## config.mk

```make
export PLATFORM = sky130hd
export DESIGN_NAME = chunked_body_deframer
export DESIGN_NICKNAME = d
export VERILOG_FILES = /design/src/rtl/cbd_pkg.sv /design/src/rtl/chunked_body_deframer.sv
export SDC_FILE = /design/constraint.sdc
export NUM_CORES = 1
export LEC_CHECK = 0
export BUFFER_PORTS_ARGS = -buffer_cell sky130_fd_sc_hd__buf_2
export CAP_MARGIN = 20
export CORE_MARGIN = 4
export CORE_UTILIZATION = 50
export CTS_CLUSTER_SIZE = 30
export DETAILED_ROUTE_END_ITERATION = 8
export PLACE_DENSITY = 0.7
export RECOVER_POWER = 50
export SKIP_CTS_REPAIR_TIMING = 1
export SLEW_MARGIN = 20
export SYNTH_ARGS = -nofsm -noshare
export SYNTH_HDL_FRONTEND = slang
export SYNTH_SLANG_ARGS = --single-unit
```

## constraint.sdc

```tcl
create_clock -name aclk -period 2.8 [get_ports aclk]
set_input_delay 0.56 -clock aclk [delete_from_list [all_inputs] [get_ports aclk]]
set_output_delay 0.56 -clock aclk [all_outputs]
set_load 0.02 [all_outputs]
```

## src/rtl/cbd_pkg.sv

```systemverilog
// Package for the chunked body deframer: phase type, status codes, byte codes, hex digit decoder.
// No dependencies; used by rtl/chunked_body_deframer.sv and rtl/cbd_checker.sv.
`timescale 1ns / 1ps

package cbd_pkg;

    typedef enum logic [2:0] {
        PH_SKIP   = 3'd0,
        PH_DIGITS = 3'd1,
        PH_EXT    = 3'd2,
        PH_DATA   = 3'd3,
        PH_QUIET  = 3'd4
    } phase_t;

    typedef logic [1:0] status_t;

    localparam status_t ST_DATA  = 2'd0;
    localparam status_t ST_END   = 2'd1;
    localparam status_t ST_FRAME = 2'd2;
    localparam status_t ST_OVER  = 2'd3;

    localparam logic [7:0] CHAR_CR = 8'h0D;
    localparam logic [7:0] CHAR_LF = 8'h0A;

    typedef struct packed {
        logic       valid;
        logic [3:0] value;
    } hex_digit_t;

    // Decode one hexadecimal digit in either case
    function automatic hex_digit_t hex_decode(input logic [7:0] b);
        hex_digit_t r;
        logic [7:0] t;
        r.valid = 1'b0;
        r.value = 4'd0;
        t = 8'd0;
        if (b inside {[8'h30:8'h39]}) begin
            t = b - 8'h30;
            r.valid = 1'b1;
        end else if (b inside {[8'h61:8'h66]}) begin
            t = b - 8'h61 + 8'd10;
            r.valid = 1'b1;
        end else if (b inside {[8'h41:8'h46]}) begin
            t = b - 8'h41 + 8'd10;
            r.valid = 1'b1;
        end
        r.value = t[3:0];
        return r;
    endfunction

endpackage

```

## src/rtl/chunked_body_deframer.sv

```systemverilog
// Chunked body deframer top level: size-line parser, data counter, output register.
// Depends on rtl/cbd_pkg.sv.
`timescale 1ns / 1ps

//  channel | direction | ports                                        | payload
//  s_      | in        | s_valid, s_ready, s_body_byte                | raw body word
//  m_      | out       | m_valid, m_ready, m_payload_byte, m_status,  | payload word or
//          |           | m_chunk_final                                | end/error status
//
//  One input word per cycle while s_ready is high; its result, if any, shows on m_ in the cycle after acceptance.
//  The phase, size and count registers are updated in the cycle of acceptance, so the
//  rate is set by that single state update plus the one-entry output register.
//  s_ready is low only while a result waits and m_ready is low.
//  aresetn (synchronous, active low) returns to the line-break skip phase, no result held.
//  After a body end or an error the block takes every word and gives nothing until reset.

module chunked_body_deframer #(
    parameter int SIZE_BITS = 32
) (
    input  logic       aclk,
    input  logic       aresetn,
    input  logic       s_valid,
    output logic       s_ready,
    input  logic [7:0] s_body_byte,
    output logic       m_valid,
    input  logic       m_ready,
    output logic [7:0] m_payload_byte,
    output logic [1:0] m_status,
    output logic       m_chunk_final
);

    cbd_pkg::phase_t      phase_reg, phase_next;
    logic [SIZE_BITS-1:0] size_accum_reg, size_accum_next;
    logic                 digit_seen_reg, digit_seen_next;
    logic [SIZE_BITS-1:0] bytes_left_reg, bytes_left_next;

    logic                 m_valid_reg, m_valid_next;
    logic [7:0]           m_payload_byte_reg, m_payload_byte_next;
    cbd_pkg::status_t     m_status_reg, m_status_next;
    logic                 m_chunk_final_reg, m_chunk_final_next;

    logic                 accept;
    cbd_pkg::hex_digit_t  digit;
    logic                 is_lf;
    logic                 is_break;
    logic                 accum_full;
    logic [SIZE_BITS-1:0] left_dec;
    logic                 left_last;
    logic                 emit;
    logic [7:0]           emit_byte;
    cbd_pkg::status_t     emit_status;
    logic                 emit_final;

    // Accept while the output register is free or being emptied
    assign s_ready = !m_valid_reg || m_ready;
    assign accept  = s_valid && s_ready;

    // Decode the incoming word
    assign digit      = cbd_pkg::hex_decode(s_body_byte);
    assign is_lf      = (s_body_byte == cbd_pkg::CHAR_LF);
    assign is_break   = is_lf || (s_body_byte == cbd_pkg::CHAR_CR);
    assign accum_full = (size_accum_reg[SIZE_BITS-1 -: 4] != 4'd0);
    assign left_dec   = bytes_left_reg - {{(SIZE_BITS-1){1'b0}}, 1'b1};
    assign left_last  = (left_dec == '0);

    // Next phase
    always_comb begin
        phase_next = phase_reg;
        if (accept) begin
            case (phase_reg)
                cbd_pkg::PH_SKIP: begin
                    if (!is_break) begin
                        phase_next = digit.valid ? cbd_pkg::PH_DIGITS : cbd_pkg::PH_EXT;
                    end
                end
                cbd_pkg::PH_DIGITS: begin
                    if (digit.valid) begin
                        phase_next = accum_full ? cbd_pkg::PH_QUIET : cbd_pkg::PH_DIGITS;
                    end else if (is_lf) begin
                        phase_next = (!digit_seen_reg || size_accum_reg == '0)
                                   ? cbd_pkg::PH_QUIET : cbd_pkg::PH_DATA;
                    end else begin
                        phase_next = cbd_pkg::PH_EXT;
                    end
                end
                cbd_pkg::PH_EXT: begin
                    if (is_lf) begin
                        phase_next = (!digit_seen_reg || size_accum_reg == '0)
                                   ? cbd_pkg::PH_QUIET : cbd_pkg::PH_DATA;
                    end
                end
                cbd_pkg::PH_DATA: begin
                    if (left_last) begin
                        phase_next = cbd_pkg::PH_SKIP;
                    end
                end
                default: begin
                    phase_next = cbd_pkg::PH_QUIET;
                end
            endcase
        end
    end

    // Size accumulator, data count and result word
    always_comb begin
        size_accum_next = size_accum_reg;
        digit_seen_next = digit_seen_reg;
        bytes_left_next = bytes_left_reg;
        emit            = 1'b0;
        emit_byte       = 8'd0;
        emit_status     = cbd_pkg::ST_DATA;
        emit_final      = 1'b0;
        if (accept) begin
            case (phase_reg)
                cbd_pkg::PH_SKIP: begin
                    if (!is_break) begin
                        size_accum_next = {{(SIZE_BITS-4){1'b0}}, digit.value};
                        digit_seen_next = digit.valid;
                        if (!digit.valid) begin
                            size_accum_next = '0;
                        end
                    end
                end
                cbd_pkg::PH_DIGITS, cbd_pkg::PH_EXT: begin
                    if (phase_reg == cbd_pkg::PH_DIGITS && digit.valid) begin
                        if (accum_full) begin
                            emit        = 1'b1;
                            emit_status = cbd_pkg::ST_OVER;
                        end else begin
                            size_accum_next = {size_accum_reg[SIZE_BITS-5:0], digit.value};
                            digit_seen_next = 1'b1;
                        end
                    end else if (is_lf) begin
                        if (!digit_seen_reg) begin
                            emit        = 1'b1;
                            emit_status = cbd_pkg::ST_FRAME;
                        end else if (size_accum_reg == '0) begin
                            emit        = 1'b1;
                            emit_status = cbd_pkg::ST_END;
                        end else begin
                            bytes_left_next = size_accum_reg;
                            size_accum_next = '0;
                            digit_seen_next = 1'b0;
                        end
                    end
                end
                cbd_pkg::PH_DATA: begin
                    bytes_left_next = left_dec;
                    emit            = 1'b1;
                    emit_byte       = s_body_byte;
                    emit_final      = left_last;
                end
                default: begin
                    emit = 1'b0;
                end
            endcase
        end
    end

    // Load the output register when it is free, hold it while stalled
    always_comb begin
        m_valid_next        = m_valid_reg;
        m_payload_byte_next = m_payload_byte_reg;
        m_status_next       = m_status_reg;
        m_chunk_final_next  = m_chunk_final_reg;
        if (s_ready) begin
            m_valid_next        = emit;
            m_payload_byte_next = emit_byte;
            m_status_next       = emit_status;
            m_chunk_final_next  = emit_final;
        end
    end

    always_ff @(posedge aclk) begin
        if (!aresetn) begin
            phase_reg      <= cbd_pkg::PH_SKIP;
            size_accum_reg <= '0;
            digit_seen_reg <= 1'b0;
            bytes_left_reg <= '0;
            m_valid_reg    <= 1'b0;
        end else begin
            phase_reg      <= phase_next;
            size_accum_reg <= size_accum_next;
            digit_seen_reg <= digit_seen_next;
            bytes_left_reg <= bytes_left_next;
            m_valid_reg    <= m_valid_next;
        end
    end

    always_ff @(posedge aclk) begin
        m_payload_byte_reg <= m_payload_byte_next;
        m_status_reg       <= m_status_next;
        m_chunk_final_reg  <= m_chunk_final_next;
    end

    assign m_valid        = m_valid_reg;
    assign m_payload_byte = m_payload_byte_reg;
    assign m_status       = m_status_reg;
    assign m_chunk_final  = m_chunk_final_reg;

endmodule

```

# Yosys cells after proc, flatten, opt, wreduce, memory -nomap -nowiden

Index checks and enable logic that the tools add are counted.

Register bits: 80
Bits of input ports: 12
Output and inout bits: 13

$add $sub $neg: 6
Order comparisons: 6
Equality and inequality tests: 16
Muxes and demuxes: 46
Reductions and logical operators: 23

Operators with widths:

| operator                                                              | number |
|---|---|
| 32-bit 2-to-1 mux                                                     | 10 |
| 32-bit case mux with 2 select lines                                   | 2 |
| 32-bit logical NOT                                                    | 2 |
| 32-bit by 1-bit subtractor with 32-bit output, second input constant  | 1 |
| 3-bit 2-to-1 mux                                                      | 7 |
| 8-bit by 4-bit equality test with 1-bit output, second input constant | 2 |
| 8-bit by 7-bit >= comparator with 1-bit output, second input constant | 2 |
| 8-bit by 7-bit <= comparator with 1-bit output, second input constant | 2 |
| 4-bit 2-to-1 mux                                                      | 4 |
| 1-bit 2-to-1 mux                                                      | 15 |
| 2-bit != test, second input constant                                  | 7 |
| 3-bit != test, second input constant                                  | 4 |
| 3-bit case mux with 4 select lines                                    | 1 |
| 4-bit by 1-bit subtractor with 4-bit output, second input constant    | 3 |
| 2-bit 2-to-1 mux                                                      | 5 |
| 4-bit adder, second input constant                                    | 2 |
| 8-bit by 6-bit >= comparator with 1-bit output, second input constant | 1 |
| 8-bit by 6-bit <= comparator with 1-bit output, second input constant | 1 |
| 7-bit AND reduction                                                   | 1 |
| 3-bit by 2-bit equality test with 1-bit output, second input constant | 2 |
| 6-bit AND reduction                                                   | 1 |
| 1-bit logical AND                                                     | 5 |
| 5-bit AND reduction                                                   | 1 |
| 1-bit case mux with 2 select lines                                    | 2 |
| other kinds (9)                                                       | 14 |

# Depth between registers and ports, before layout

Gate-level depths: netlist (run 1).

Depth in word-level cells: 9
Depth in mapped cells: 11

# Worst setup path after synthesis (run 1)

No wires, ideal clock.

Kind: input port to flip-flop
From: in s_body_byte[1]
To: reg size_accum_reg[6]
Setup time: 0.132 ns
Data arrival time: 2.846 ns
Required time: 2.668 ns
Path slack: -0.178 ns
Cell stages on the path: 11
Cell sequence: inv_1 -> ha_1 -> o21bai_1 -> a2111oi_2 -> o31ai_1 -> a2111o_1 -> a21o_1 -> buf_2 -> clkbuf_1 -> nand3_1 -> o21ai_0

Longest elaborated chain between the ends: 8
Elaborated cells between the ends (all ways): 24

RTL lines:

| what                                                                                                                    | RTL line                     | text |
|---|---|---|
| start: declaration                                                                                                      | chunked_body_deframer.sv:24  | `input logic [7:0] s_body_byte,` |
| 8-bit by 7-bit >= comparator with 1-bit output / 8-bit by 7-bit <= comparator with 1-bit output (equally long branches) | cbd_pkg.sv:43                | `end else if (b inside {[8'h41:8'h46]}) begin` |
| 1-bit logical AND                                                                                                       | cbd_pkg.sv:43                |  |
| 1-bit 2-to-1 mux                                                                                                        | cbd_pkg.sv:43                |  |
| 1-bit 2-to-1 mux                                                                                                        | cbd_pkg.sv:40                | `end else if (b inside {[8'h61:8'h66]}) begin` |
| 1-bit 2-to-1 mux                                                                                                        | cbd_pkg.sv:37                | `if (b inside {[8'h30:8'h39]}) begin` |
| 1-bit logical AND                                                                                                       | chunked_body_deframer.sv:125 | `if (phase_reg == cbd_pkg::PH_DIGITS && digit.valid) begin` |
| 3-bit != test (no source line) / 32-bit 2-to-1 mux (equally long branches)                                              | --                           |  |
| 7-bit AND reduction (no source line) / 32-bit case mux with 2 select lines (equally long branches)                      | --                           |  |
| end signal: assignment                                                                                                  | chunked_body_deframer.sv:183 | `size_accum_reg <= size_accum_next;` |
| end: declaration                                                                                                        | chunked_body_deframer.sv:33  | `logic [SIZE_BITS-1:0] size_accum_reg, size_accum_next;` |

Several ways; a longest one is shown, not always the timed one.
A chain may end at the register's enable or synchronous reset.

# Worst setup path after layout (run 1)

From: reg bytes_left_reg[1]
To: reg phase_reg[0]

Longest elaborated chain between the ends: 4

RTL lines:

| what                                          | RTL line                     | text |
|---|---|---|
| start: declaration                            | chunked_body_deframer.sv:35  | `logic [SIZE_BITS-1:0] bytes_left_reg, bytes_left_next;` |
| start signal: assignment                      | chunked_body_deframer.sv:185 | `bytes_left_reg <= bytes_left_next;` |
| 32-bit by 1-bit subtractor with 32-bit output | chunked_body_deframer.sv:63  | `assign left_dec = bytes_left_reg - {{(SIZE_BITS-1){1'b0}}, 1'b1};` |
| 32-bit logical NOT                            | chunked_body_deframer.sv:64  | `assign left_last = (left_dec == '0);` |
| 2-bit != test (no source line)                | --                           |  |
| 4-bit AND reduction (no source line)          | --                           |  |
| end signal: assignment                        | chunked_body_deframer.sv:176 | `phase_reg <= cbd_pkg::PH_SKIP;` |
| end signal: assignment                        | chunked_body_deframer.sv:182 | `phase_reg <= phase_next;` |
| end: declaration                              | chunked_body_deframer.sv:32  | `cbd_pkg::phase_t phase_reg, phase_next;` |

Every way passes these cells.

==> results of run 1 <==
cells by family after synthesis:
kind of cell / after synthesis
mux: 2
xor+xnor: 6
flops: 80
simple gates: 279
buf+inv: 53
compound gates: 180
fa+ha+maj: 6
layer usage:
metal | track usage [%] | up-vias | wire length (µm)
met2 | 38.4 | 175 | 5750
met5 | 0 | - | 0
met4 | 6.77 | 0 | 142
li1 | - | 2276 | -
met3 | 4.02 | 15 | 824
met1 | 38.3 | 2234 | 6140
per-stage QoR:
step                instances  utilization, %
finish                    750            59.0
global route              750            59.0
CTS                       750            59.5
detailed placement        734            57.1
global placement          734            57.1
floorplan                 606               -
report_power, final:
part	internal, mW	total, mW	switching, mW
clock network	0.449	0.923	0.474
logic	0.119	0.322	0.203
registers	1.17	1.19	0.0167
total	1.74	2.43	0.694
final cells by class:
| cell class | count | area [µm²] | area share [%] |
|---|---|---|---|
| well taps | 108 | 135 | 2.61 |
| inverters | 9 | 33.8 | 0.653 |
| clock inverters | 6 | 75.1 | 1.45 |
| flip-flops and latches | 80 | 1710 | 33.1 |
| multi-input cells | 473 | 2660 | 51.4 |
| repair buffers | 64 | 422 | 8.15 |
| clock buffers | 10 | 138 | 2.66 |
worst max-delay path: stages, from the launching register on:
cell and delay [ps]:
sky130_fd_sc_hd__dfxtp_1 320, sky130_fd_sc_hd__inv_1 90, sky130_fd_sc_hd__ha_2 190, sky130_fd_sc_hd__or3b_2 470, sky130_fd_sc_hd__or3_4 350, sky130_fd_sc_hd__or3_4 350, sky130_fd_sc_hd__nand2_1 110, sky130_fd_sc_hd__nand4_1 170
sky130_fd_sc_hd__o31ai_2 380, sky130_fd_sc_hd__a31oi_1 120
cells in the mapped netlist (2+ instances only):
master and instances:
sky130_fd_sc_hd__a211oi_1 4, sky130_fd_sc_hd__a21boi_0 2, sky130_fd_sc_hd__a21o_1 3, sky130_fd_sc_hd__a21oi_1 49, sky130_fd_sc_hd__a22oi_1 6, sky130_fd_sc_hd__a2bb2oi_1 2, sky130_fd_sc_hd__a31oi_1 10, sky130_fd_sc_hd__a41oi_1 2
sky130_fd_sc_hd__and2_1 5, sky130_fd_sc_hd__and3_1 8, sky130_fd_sc_hd__buf_1 5, sky130_fd_sc_hd__buf_2 2, sky130_fd_sc_hd__buf_6 3, sky130_fd_sc_hd__clkbuf_1 34, sky130_fd_sc_hd__dfxtp_1 69, sky130_fd_sc_hd__edfxtp_1 11
sky130_fd_sc_hd__ha_1 6, sky130_fd_sc_hd__inv_1 9, sky130_fd_sc_hd__mux2i_1 2, sky130_fd_sc_hd__nand2_1 81, sky130_fd_sc_hd__nand2b_1 7, sky130_fd_sc_hd__nand3_1 42, sky130_fd_sc_hd__nand3b_1 2, sky130_fd_sc_hd__nand4_1 8
sky130_fd_sc_hd__nor2_1 65, sky130_fd_sc_hd__nor2b_1 2, sky130_fd_sc_hd__nor3_1 14, sky130_fd_sc_hd__nor3b_1 2, sky130_fd_sc_hd__nor4_1 20, sky130_fd_sc_hd__o211ai_1 3, sky130_fd_sc_hd__o21a_1 3, sky130_fd_sc_hd__o21ai_0 60
sky130_fd_sc_hd__o21ai_1 7, sky130_fd_sc_hd__o21bai_1 2, sky130_fd_sc_hd__o221ai_1 2, sky130_fd_sc_hd__o31ai_1 8, sky130_fd_sc_hd__o32ai_1 2, sky130_fd_sc_hd__o41ai_1 5, sky130_fd_sc_hd__or2_2 5, sky130_fd_sc_hd__or3_2 3
sky130_fd_sc_hd__or3b_2 2, sky130_fd_sc_hd__or4_4 2, sky130_fd_sc_hd__xnor2_1 5
how the worst min path moves through the flow:
| stage | endpoint | slack (ps) | cells after the start |
|---|---|---|---|
| CTS | bytes_left_reg[25]$_SDFFE_PN0P_ | 460 | 2 |
| global route | bytes_left_reg[25]$_SDFFE_PN0P_ | 500 | 2 |
| detailed placement | bytes_left_reg[25]$_SDFFE_PN0P_ | 450 | 2 |
| floorplan | bytes_left_reg[25]$_SDFFE_PN0P_ | 430 | 2 |
| finish | bytes_left_reg[25]$_SDFFE_PN0P_ | 460 | 2 |
| global placement | bytes_left_reg[25]$_SDFFE_PN0P_ | 440 | 2 |
==> out/summary.log, run 1 <==
INFO  outcome        run_status=finished, final reports clean
INFO  die            starting_density_of_the_core=51.8%
INFO  logic_synthesis postSynthNetCount=624
INFO  place          hpwlAfterDp=9040µm
INFO  clock_tree     cts_buffer_depth=2
INFO  logic_synthesis post_synth.cell_area_avg=7.49µm²
INFO  die            design.die.area=10700µm²
INFO  power          design_power_total=2.43mW
INFO  die            design.portCount=25
INFO  finish         post_layout_net_count=655
INFO  grt            pin_count_of_the_biggest_net_entering_global_routing=64
INFO  grt            first_global_vias=4263
INFO  route          wire_per_inst=17.1µm
INFO  clock_tree     cts_num_sinks=80
INFO  logic_synthesis post_synth_inst_count=606
INFO  sta            relSlewSlack=45.4%
INFO  logic_synthesis synth_xor_area_share=1.16%
INFO  logic_synthesis ys_top_cells_by_area=sky130_fd_sc_hd__dfxtp_1, sky130_fd_sc_hd__edfxtp_1, sky130_fd_sc_hd__nand2_1
INFO  worst_setup_path critPathMaxFanout=3
INFO  clock_tree     path_clk_slew=90ps
INFO  finish         mostFrequentLayoutCell=sky130_fd_sc_hd__nand2_1
INFO  min_path       worstHoldPathType=flop to flop
INFO  route          antenna_left=0
INFO  worst_setup_path end_kind=flop
INFO  logic_synthesis synth.mux.area_fraction=0.441%
INFO  route          first_iter_violations=485
INFO  logic_synthesis synth-main-ff-cell=sky130_fd_sc_hd__dfxtp_1
INFO  sta            worst_hold_slack=461ps
INFO  clock_tree     cts_root_buffer=sky130_fd_sc_hd__clkbuf_8
INFO  logic_synthesis seq_area_frac_synth=37.7%
INFO  finish         most-common-layout-cells=sky130_fd_sc_hd__nand2_1, sky130_fd_sc_hd__dfxtp_1, sky130_fd_sc_hd__nor2_1, sky130_fd_sc_hd__o21ai_0, sky130_fd_sc_hd__a21oi_1
INFO  logic_synthesis yosysUniqueCellTypes=65
INFO  finish         proportion_of_layout_cells_with_a_drive_suffix_above_1=13.9%
INFO  worst_setup_path arrival=2910ps
INFO  die            std_cell_rows=34
INFO  place          place_worst_setup_slack=-44.7ps
INFO  worst_setup_path regToRegStartpoint=bytes_left_reg[1]$_SDFFE_PN0P_
INFO  route          drt_first_pass_iters=5
INFO  worst_setup_path worst_setup_path_endpoint=phase_reg[0]$_SDFFE_PN0P_
INFO  place          place.port_buffers=24
INFO  sta            fin_setup_tns=0ps
INFO  grt            gr-usage-all-layers=25.6%
INFO  route          drc_errors=0
INFO  logic_synthesis postSynthRegisterBits=80
INFO  finish         stdcell_area=5170µm²
INFO  clock_tree     cts_buffers=9
INFO  sta            finalHoldViolations=0
INFO  route          detailed_route_via_count=4700
INFO  worst_setup_path r2r_end=phase_reg[0]$_SDFFE_PN0P_
INFO  place          gp_routability_congestion=0.911
INFO  sta            fmax=0.374GHz
INFO  logic_synthesis synth_edf_count=11
INFO  worst_setup_path worst_setup_path_start_kind=flop
INFO  power          vdd_ir_drop_max=291µV
INFO  sta            period_minus_slack=2670ps
INFO  worst_setup_path critPathKind=flop to flop
INFO  worst_setup_path worst_ep_required_time=3040ps
INFO  worst_setup_path timing.critical_path.from=bytes_left_reg[1]$_SDFFE_PN0P_
INFO  logic_synthesis compound_cell_area_share_of_the_yosys_netlist=24.0%
INFO  route          postRouteWirelength=12900µm
INFO  sta            timing_worst_slew_pin_value=819ps
INFO  grt            grt.overflow.total=0
INFO  grt            initial_antenna_violation_count=0
INFO  finish         num_antenna_cells=0
INFO  power          power-per-cell-area=470nW/µm²
INFO  logic_synthesis synth_top_area_cell=sky130_fd_sc_hd__dfxtp_1
INFO  logic_synthesis netlist.area_leader.share=30.4%
INFO  power          leakagePower=1.87nW
INFO  min_path       hp-start=bytes_left_reg[25]$_SDFFE_PN0P_
INFO  clock_tree     cts-htree-levels=3
INFO  logic_synthesis async_reset_ff_share=0%
INFO  grt            global_route_wire_length_before_repair=21700µm
INFO  sta            min_period_over_period=95.4%
INFO  finish         synthToLayoutAreaGrowth=14.0%
INFO  clock_tree     clk_latency=360ps
INFO  route          vias_per_cell=6.27
INFO  finish         final.fill_count=835
INFO  flow_run       cap_viol_max_count=0
INFO  logic_synthesis yosys_warnings=0
INFO  sta            setup_slack=129ps
INFO  sta            setup_viol_count_final=0
INFO  place          postPlaceCellArea=5000µm²
INFO  clock_tree     tritoncts=built
INFO  sta            finalMaxSlewViolations=0
INFO  die            coreArea=8760µm²
INFO  worst_setup_path ff2ff_setup_slack=130ps
INFO  sta            timing.clock.skew=9.49ps
INFO  die            chipHeight=103µm
INFO  logic_synthesis synth-simple-area-share=30.1%
INFO  die            die_width=103µm
INFO  logic_synthesis syn-cell-area=4540µm²
INFO  sta            unrepaired_setup_endpoints_after_global_routing=no
INFO  logic_synthesis main_combinational_cell_family_by_area_after_synthesis=simple AND/OR/NAND/NOR gates
INFO  worst_setup_path reg2reg_depth=9
INFO  logic_synthesis synth_adder_area_share=1.65%
Note: power is estimated with default switching activity, not from simulation.
==> run 2, diff against run 1 <==
Settings changed: CORE_MARGIN 4 to 2.
==> out/summary.log, run 2 (synthesis gave the netlist of run 1 again) <==
INFO  sta            finalMaxSlewViolations=0 [unchanged]
INFO  power          power-per-cell-area=455nW/µm² [-3.2%]
INFO  place          gp_routability_congestion=0.942 [+3.5%]
INFO  clock_tree     tritoncts=built
INFO  worst_setup_path critPathMaxFanout=3 [unchanged]
INFO  sta            finalHoldViolations=0 [unchanged]
INFO  sta            setup_viol_count_final=0 [unchanged]
INFO  worst_setup_path ff2ff_setup_slack=100ps [-30 ps]
INFO  finish         finish.utilization=58.6% [-0.49 points]
INFO  clock_tree     path_clk_slew=90ps [about the same]
INFO  place          post-place-cells=736 [+0.27%]
INFO  grt            gr-usage-all-layers=26.1% [+0.48 points]
INFO  place          place.port_buffers=24 [unchanged]
INFO  clock_tree     cts_buffers=9 [unchanged]
INFO  finish         area_of_the_multi_input_gates=2640µm² [-0.75%]
INFO  sta            period_minus_slack=2700ps [+26.4 ps]
INFO  route          wire_per_inst=16.8µm [-1.9%]
INFO  power          power_frac_seq=50.9% [+2.1 points]
INFO  power          netSwitchingFraction=29.7% [+1.2 points]
INFO  die            std_cell_rows=34 [unchanged]
INFO  sta            timing.clock.skew=11.9ps [+2.41 ps]
INFO  route          first_iter_violations=458 [-5.6%]
INFO  route          detailed_route_via_count=4638 [-1.3%]
INFO  power          combinational_share_of_power=13.7% [+0.5 points]
INFO  power          power.switching=694µW [about the same]
INFO  die            design.portCount=25 [unchanged]
INFO  outcome        run_status=finished, final reports clean
INFO  flow_run       cap_viol_max_count=0 [unchanged]
INFO  min_path       worstHoldPathType=flop to flop
INFO  finish         mostFrequentLayoutCell=sky130_fd_sc_hd__nand2_1
INFO  worst_setup_path timing.critical_path.from=bytes_left_reg[1]$_SDFFE_PN0P_
INFO  power          vdd_ir_drop_max=332µV [+14%]
INFO  power          p_clk_share=35.4% [-2.5 points]
INFO  finish         stdcell_area=5130µm² [-0.82%]
INFO  worst_setup_path regToRegStartpoint=bytes_left_reg[1]$_SDFFE_PN0P_
INFO  worst_setup_path worst_setup_path_endpoint=phase_reg[0]$_SDFFE_PN0P_
INFO  die            coreArea=8760µm² [unchanged]
INFO  worst_setup_path arrival=2930ps [+20 ps]
INFO  worst_setup_path end_kind=flop
INFO  finish         post_layout_net_count=657 [+0.31%]
INFO  worst_setup_path worst_ep_required_time=3030ps [about the same]
INFO  worst_setup_path r2r_end=phase_reg[0]$_SDFFE_PN0P_
INFO  finish         seq_area=1710µm² [unchanged]
INFO  grt            global_route_wire_length_before_repair=21000µm [-3.3%]
INFO  grt            pin_count_of_the_biggest_net_entering_global_routing=64 [unchanged]
INFO  die            die_width=99.3µm [-3.9%]
INFO  grt            initial_antenna_violation_count=0 [unchanged]
INFO  route          antenna_left=0 [unchanged]
INFO  route          drc_errors=0 [unchanged]
INFO  clock_tree     cts_root_buffer=sky130_fd_sc_hd__clkbuf_8
INFO  grt            first_global_vias=4141 [-2.9%]
INFO  sta            fin_setup_tns=0ps [unchanged]
INFO  die            design.die.area=9850µm² [-7.6%]
INFO  place          place_worst_setup_slack=-30.7ps [+13.9 ps]
INFO  worst_setup_path critPathKind=flop to flop
INFO  finish         stdcell_count=752 [+0.27%]
INFO  grt            grt.overflow.total=0 [unchanged]
INFO  sta            timing_worst_slew_pin_value=830ps [+10.2 ps]
INFO  sta            min_period_over_period=96.3% [+0.94 points]
INFO  finish         final.fill_count=842 [+0.84%]
INFO  route          postRouteWirelength=12600µm [-1.7%]
INFO  route          vias_per_cell=6.17 [-1.6%]
INFO  worst_setup_path worst_setup_path_start_kind=flop
INFO  power          intPower=1.64mW [-5.6%]
INFO  sta            relSlewSlack=44.7% [-0.68 points]
INFO  finish         synthToLayoutAreaGrowth=13.1%
INFO  place          hpwlAfterDp=8720µm [-3.5%]
INFO  power          design_power_total=2.34mW [-4.0%]
INFO  clock_tree     clk_latency=360ps [about the same]
INFO  clock_tree     cts_buffer_depth=2 [unchanged]
INFO  sta            fmax=0.371GHz [-0.98%]
INFO  finish         most-common-layout-cells=sky130_fd_sc_hd__nand2_1, sky130_fd_sc_hd__dfxtp_1, sky130_fd_sc_hd__nor2_1, sky130_fd_sc_hd__o21ai_0, sky130_fd_sc_hd__a21oi_1
INFO  worst_setup_path reg2reg_depth=9 [unchanged]
INFO  sta            worst_hold_slack=459ps [-1.28 ps]
INFO  clock_tree     cts_num_sinks=80 [unchanged]
INFO  route          drt_first_pass_iters=5 [unchanged]
INFO  die            chipHeight=99.3µm [-3.9%]
INFO  power          leakagePower=1.85nW [-0.94%]
INFO  sta            setup_slack=103ps [-26.4 ps]
INFO  place          postPlaceCellArea=4990µm² [-0.20%]
INFO  finish         num_antenna_cells=0 [unchanged]
INFO  sta            unrepaired_setup_endpoints_after_global_routing=no
INFO  die            starting_density_of_the_core=51.8% [unchanged]
INFO  finish         proportion_of_layout_cells_with_a_drive_suffix_above_1=13.0% [-0.82 points]
INFO  clock_tree     cts-htree-levels=3 [unchanged]
## run 2: cell count changes in the layout (fill, tap and decap cells not counted), sizes merged
cell      change
buf           -1
bufinv        -1
clkbuf        +4
clkinv        +2
clkinvlp      -1
inv           -1
## run 2: worst max-delay path, stage by stage, from the launching register on
cell and delay [ps]:
sky130_fd_sc_hd__dfxtp_1 320, sky130_fd_sc_hd__inv_1 70, sky130_fd_sc_hd__ha_1 180, sky130_fd_sc_hd__or3b_2 470
sky130_fd_sc_hd__or3_2 470, sky130_fd_sc_hd__or3_4 360, sky130_fd_sc_hd__nand2_1 100, sky130_fd_sc_hd__nand4_1 170
sky130_fd_sc_hd__o31ai_2 310, sky130_fd_sc_hd__a31oi_1 110
## run 2: power groups by stage
stage                     Sequential (mW)  Combinational (mW)  Clock [mW]
after global routing                 1.19               0.351       0.868
final                                1.19               0.321       0.826
after detailed placement             1.21               0.314           0
after floorplan                      1.21               0.223           0
after CTS                            1.19               0.317       0.825
after global placement               1.21               0.310           0
## run 2: area by class of cell
type | count | share of cell area [%]
Tap cell | 108 | 2.63
Multi-Input combinational cell | 473 | 51.4
Inverter | 9 | 0.658
Clock buffer | 11 | 2.76
Timing Repair Buffer | 66 | 8.39
Sequential cell | 80 | 33.4
Clock inverter | 5 | 0.780
## run 2: how the worst min path moves through the flow
| stage | startpoint | end | slack (ps) | cells past startpoint |
|---|---|---|---|---|
| floorplan | bytes_left_reg[25]$_SDFFE_PN0P_ | bytes_left_reg[25]$_SDFFE_PN0P_ | 430 | 2 |
| global placement | bytes_left_reg[25]$_SDFFE_PN0P_ | bytes_left_reg[25]$_SDFFE_PN0P_ | 440 | 2 |
| detailed placement | bytes_left_reg[25]$_SDFFE_PN0P_ | bytes_left_reg[25]$_SDFFE_PN0P_ | 450 | 2 |
| CTS | bytes_left_reg[25]$_SDFFE_PN0P_ | bytes_left_reg[25]$_SDFFE_PN0P_ | 460 | 2 |
| global route | bytes_left_reg[25]$_SDFFE_PN0P_ | bytes_left_reg[25]$_SDFFE_PN0P_ | 470 | 2 |
| finish | bytes_left_reg[25]$_SDFFE_PN0P_ | bytes_left_reg[25]$_SDFFE_PN0P_ | 460 | 2 |
## run 2: metal layers
layer	GRT usage [%]	vias up	share of wire [%]
met5	0	-	0
met4	5.48	0	1.1
met3	5.48	20	8.3
met2	39.1	170	42
met1	38.9	2170	48
li1	-	2278	-
==> run 3, diff against run 2 <==
Settings changed: PLACE_DENSITY 0.7 to 0.67, RECOVER_POWER 50 to not set, SLEW_MARGIN 20 to not set.
Clock period 2.8 ns to 3.1 ns, I/O delays scaled along.
==> out/summary.log, run 3 (synthesis gave the netlist of run 1 again) <==
INFO  worst_setup_path worst-path-buf-inv=1 [unchanged]
INFO  sta            fmax=0.344GHz [-7.1%]
INFO  worst_setup_path regToRegStartpoint=bytes_left_reg[0]$_SDFFE_PN0P_
INFO  route          drt_first_pass_iters=5 [unchanged]
INFO  sta            period_minus_slack=2900ps [+207 ps]
INFO  route          wire_per_inst=17.3µm [+3.0%]
INFO  outcome        run_status=finished, final reports clean
INFO  grt            first_global_vias=4018 [-3.0%]
INFO  finish         post_layout_net_count=638 [-2.9%]
INFO  grt            gr-usage-all-layers=26.3% [+0.23 points]
INFO  route          vias_per_cell=6.29 [+1.9%]
INFO  route          detailed_route_via_count=4608 [-0.65%]
INFO  sta            relSlewSlack=51.3% [+6.6 points]
INFO  worst_setup_path worst_setup_path_start_kind=flop
INFO  sta            fin_setup_tns=0ps [unchanged]
INFO  place          place.port_buffers=24 [unchanged]
INFO  worst_setup_path crit_path_max_incr_delay=530ps [+60 ps]
INFO  grt            pin_count_of_the_biggest_net_entering_global_routing=57 [-11%]
INFO  finish         num_antenna_cells=0 [unchanged]
INFO  worst_setup_path ff2ff_setup_slack=200ps [+90 ps]
INFO  sta            timing_worst_slew_pin_value=724ps [-106 ps]
INFO  finish         mostFrequentLayoutCell=sky130_fd_sc_hd__nand2_1
INFO  min_path       worstHoldPathType=flop to flop
INFO  sta            min_period_over_period=93.7% [-2.6 points]
INFO  sta            finalHoldViolations=0 [unchanged]
INFO  clock_tree     path_clk_slew=90ps [about the same]
INFO  finish         proportion_of_layout_cells_with_a_drive_suffix_above_1=13.4% [+0.40 points]
INFO  grt            grt.overflow.total=0 [unchanged]
INFO  power          design_power_total=2.16mW [-7.4%]
INFO  worst_setup_path critPathKind=flop to flop
INFO  clock_tree     cts_root_buffer=sky130_fd_sc_hd__clkbuf_8
INFO  grt            global_route_wire_length_before_repair=20900µm [-0.30%]
INFO  worst_setup_path cp_cell_sequence=inv_1 > ha_1 > or3b_2 > or3_2 > or3_1 > nand2_1 > nand4_1 > o31ai_1 > a31oi_1
INFO  min_path       hp-start=bytes_left_reg[25]$_SDFFE_PN0P_
INFO  power          leakagePower=1.85nW [-0.37%]
INFO  route          antenna_left=0 [unchanged]
INFO  die            die_width=99.3µm [unchanged]
INFO  clock_tree     cts_buffers=9 [unchanged]
INFO  finish         synthToLayoutAreaGrowth=11.1%
INFO  sta            worst_hold_slack=494ps [+34.5 ps]
INFO  place          gp_routability_congestion=0.887 [-5.9%]
INFO  power          vdd_ir_drop_max=347µV [+4.4%]
INFO  worst_setup_path timing.critical_path.from=bytes_left_reg[0]$_SDFFE_PN0P_
INFO  power          power-per-cell-area=429nW/µm² [-5.7%]
INFO  clock_tree     tritoncts=built
INFO  flow_run       cap_viol_max_count=0 [unchanged]
INFO  worst_setup_path end_kind=flop
INFO  die            coreArea=8760µm² [unchanged]
INFO  worst_setup_path cp_slowest_cell=sky130_fd_sc_hd__or3b_2
INFO  die            std_cell_rows=34 [unchanged]
INFO  finish         finish.utilization=57.5% [-1.0 points]
INFO  worst_setup_path arrival=3140ps [+210 ps]
INFO  die            design.die.area=9850µm² [unchanged]
INFO  clock_tree     cts_buffer_depth=2 [unchanged]
INFO  finish         most-common-layout-cells=sky130_fd_sc_hd__nand2_1, sky130_fd_sc_hd__dfxtp_1, sky130_fd_sc_hd__nor2_1, sky130_fd_sc_hd__o21ai_0, sky130_fd_sc_hd__a21oi_1
INFO  clock_tree     cts_num_sinks=80 [unchanged]
INFO  route          first_iter_violations=390 [-15%]
INFO  sta            timing.clock.skew=7.62ps [-4.28 ps]
INFO  die            chipHeight=99.3µm [unchanged]
INFO  clock_tree     cts-htree-levels=3 [unchanged]
INFO  worst_setup_path worst_ep_required_time=3340ps [+310 ps]
INFO  place          postPlaceCellArea=4830µm² [-3.2%]
INFO  clock_tree     clk_latency=370ps [about the same]
INFO  route          drc_errors=0 [unchanged]
INFO  die            starting_density_of_the_core=51.8% [unchanged]
INFO  worst_setup_path cpLargestDelayFamily=simple AND/OR/NAND/NOR gates
INFO  sta            setup_viol_count_final=0 [unchanged]
INFO  grt            initial_antenna_violation_count=0 [unchanged]
INFO  sta            unrepaired_setup_endpoints_after_global_routing=no
INFO  worst_setup_path critPathMaxFanout=7 [+4]
INFO  die            design.portCount=25 [unchanged]
INFO  place          hpwlAfterDp=8820µm [+1.1%]
INFO  route          postRouteWirelength=12700µm [+0.36%]
INFO  finish         stdcell_area=5040µm² [-1.8%]
INFO  sta            finalMaxSlewViolations=0 [unchanged]
==> run 3: cell types whose count changed in the layout (fill, tap and decap cells not counted), sizes merged <==
cell and change:
bufinv +1, clkinvlp +1, clkinv -3, buf +3, clkbuf -22, inv +1
==> run 3: report_power, final <==
group / internal [mW] / switching, mW
Sequential: 1.06 / 0.0165
Clock: 0.402 / 0.412
Combinational: 0.0970 / 0.178
Total: 1.56 / 0.606
==> run 3: final cells by class <==
class / instances / area [µm²]
fillers: 854 / 3720
multi-input cells: 473 / 2620
flip-flops and latches: 80 / 1710
repair buffers: 47 / 330
clock buffers: 11 / 141
well taps: 108 / 135
clock inverters: 5 / 63.8
inverters: 9 / 33.8
==> run 3: metrics by stage <==
stage	cells	setup WS [ps]
2_1_floorplan	606	62.2
3_3_place_gp	717	140
3_5_place_dp	717	80.9
4_1_cts	733	229
5_1_grt	733	111
6_report	733	196
==> run 3: worst paths after layout <==
path,endpoint,depth (start not counted)
setup / recovery,phase_reg[1]$_SDFFE_PN0P_,9
hold / removal,bytes_left_reg[25]$_SDFFE_PN0P_,2
setup reg to reg,phase_reg[1]$_SDFFE_PN0P_,9
hold reg to reg,bytes_left_reg[25]$_SDFFE_PN0P_,2
==> run 3: layer usage <==
| layer | share of wire (%) | track usage (%) | vias up |
|---|---|---|---|
| li1 | - | - | 2240 |
| met1 | 49 | 40.3 | 2213 |
| met2 | 44 | 38.6 | 142 |
| met3 | 6.8 | 4.92 | 13 |
| met4 | 0.87 | 5.69 | 0 |
| met5 | 0 | 0 | - |
==> run 3: worst register-to-register path: cells and delay by family, from the launching register on <==
family | cells | cell delay, ps
buffers and inverters | 1 | 100
adder cells (fa/ha/maj) | 1 | 160
AO/OA/AOI/OAI | 2 | 540
flip-flops | 1 | 370
AND/OR/NAND/NOR | 5 | 1600
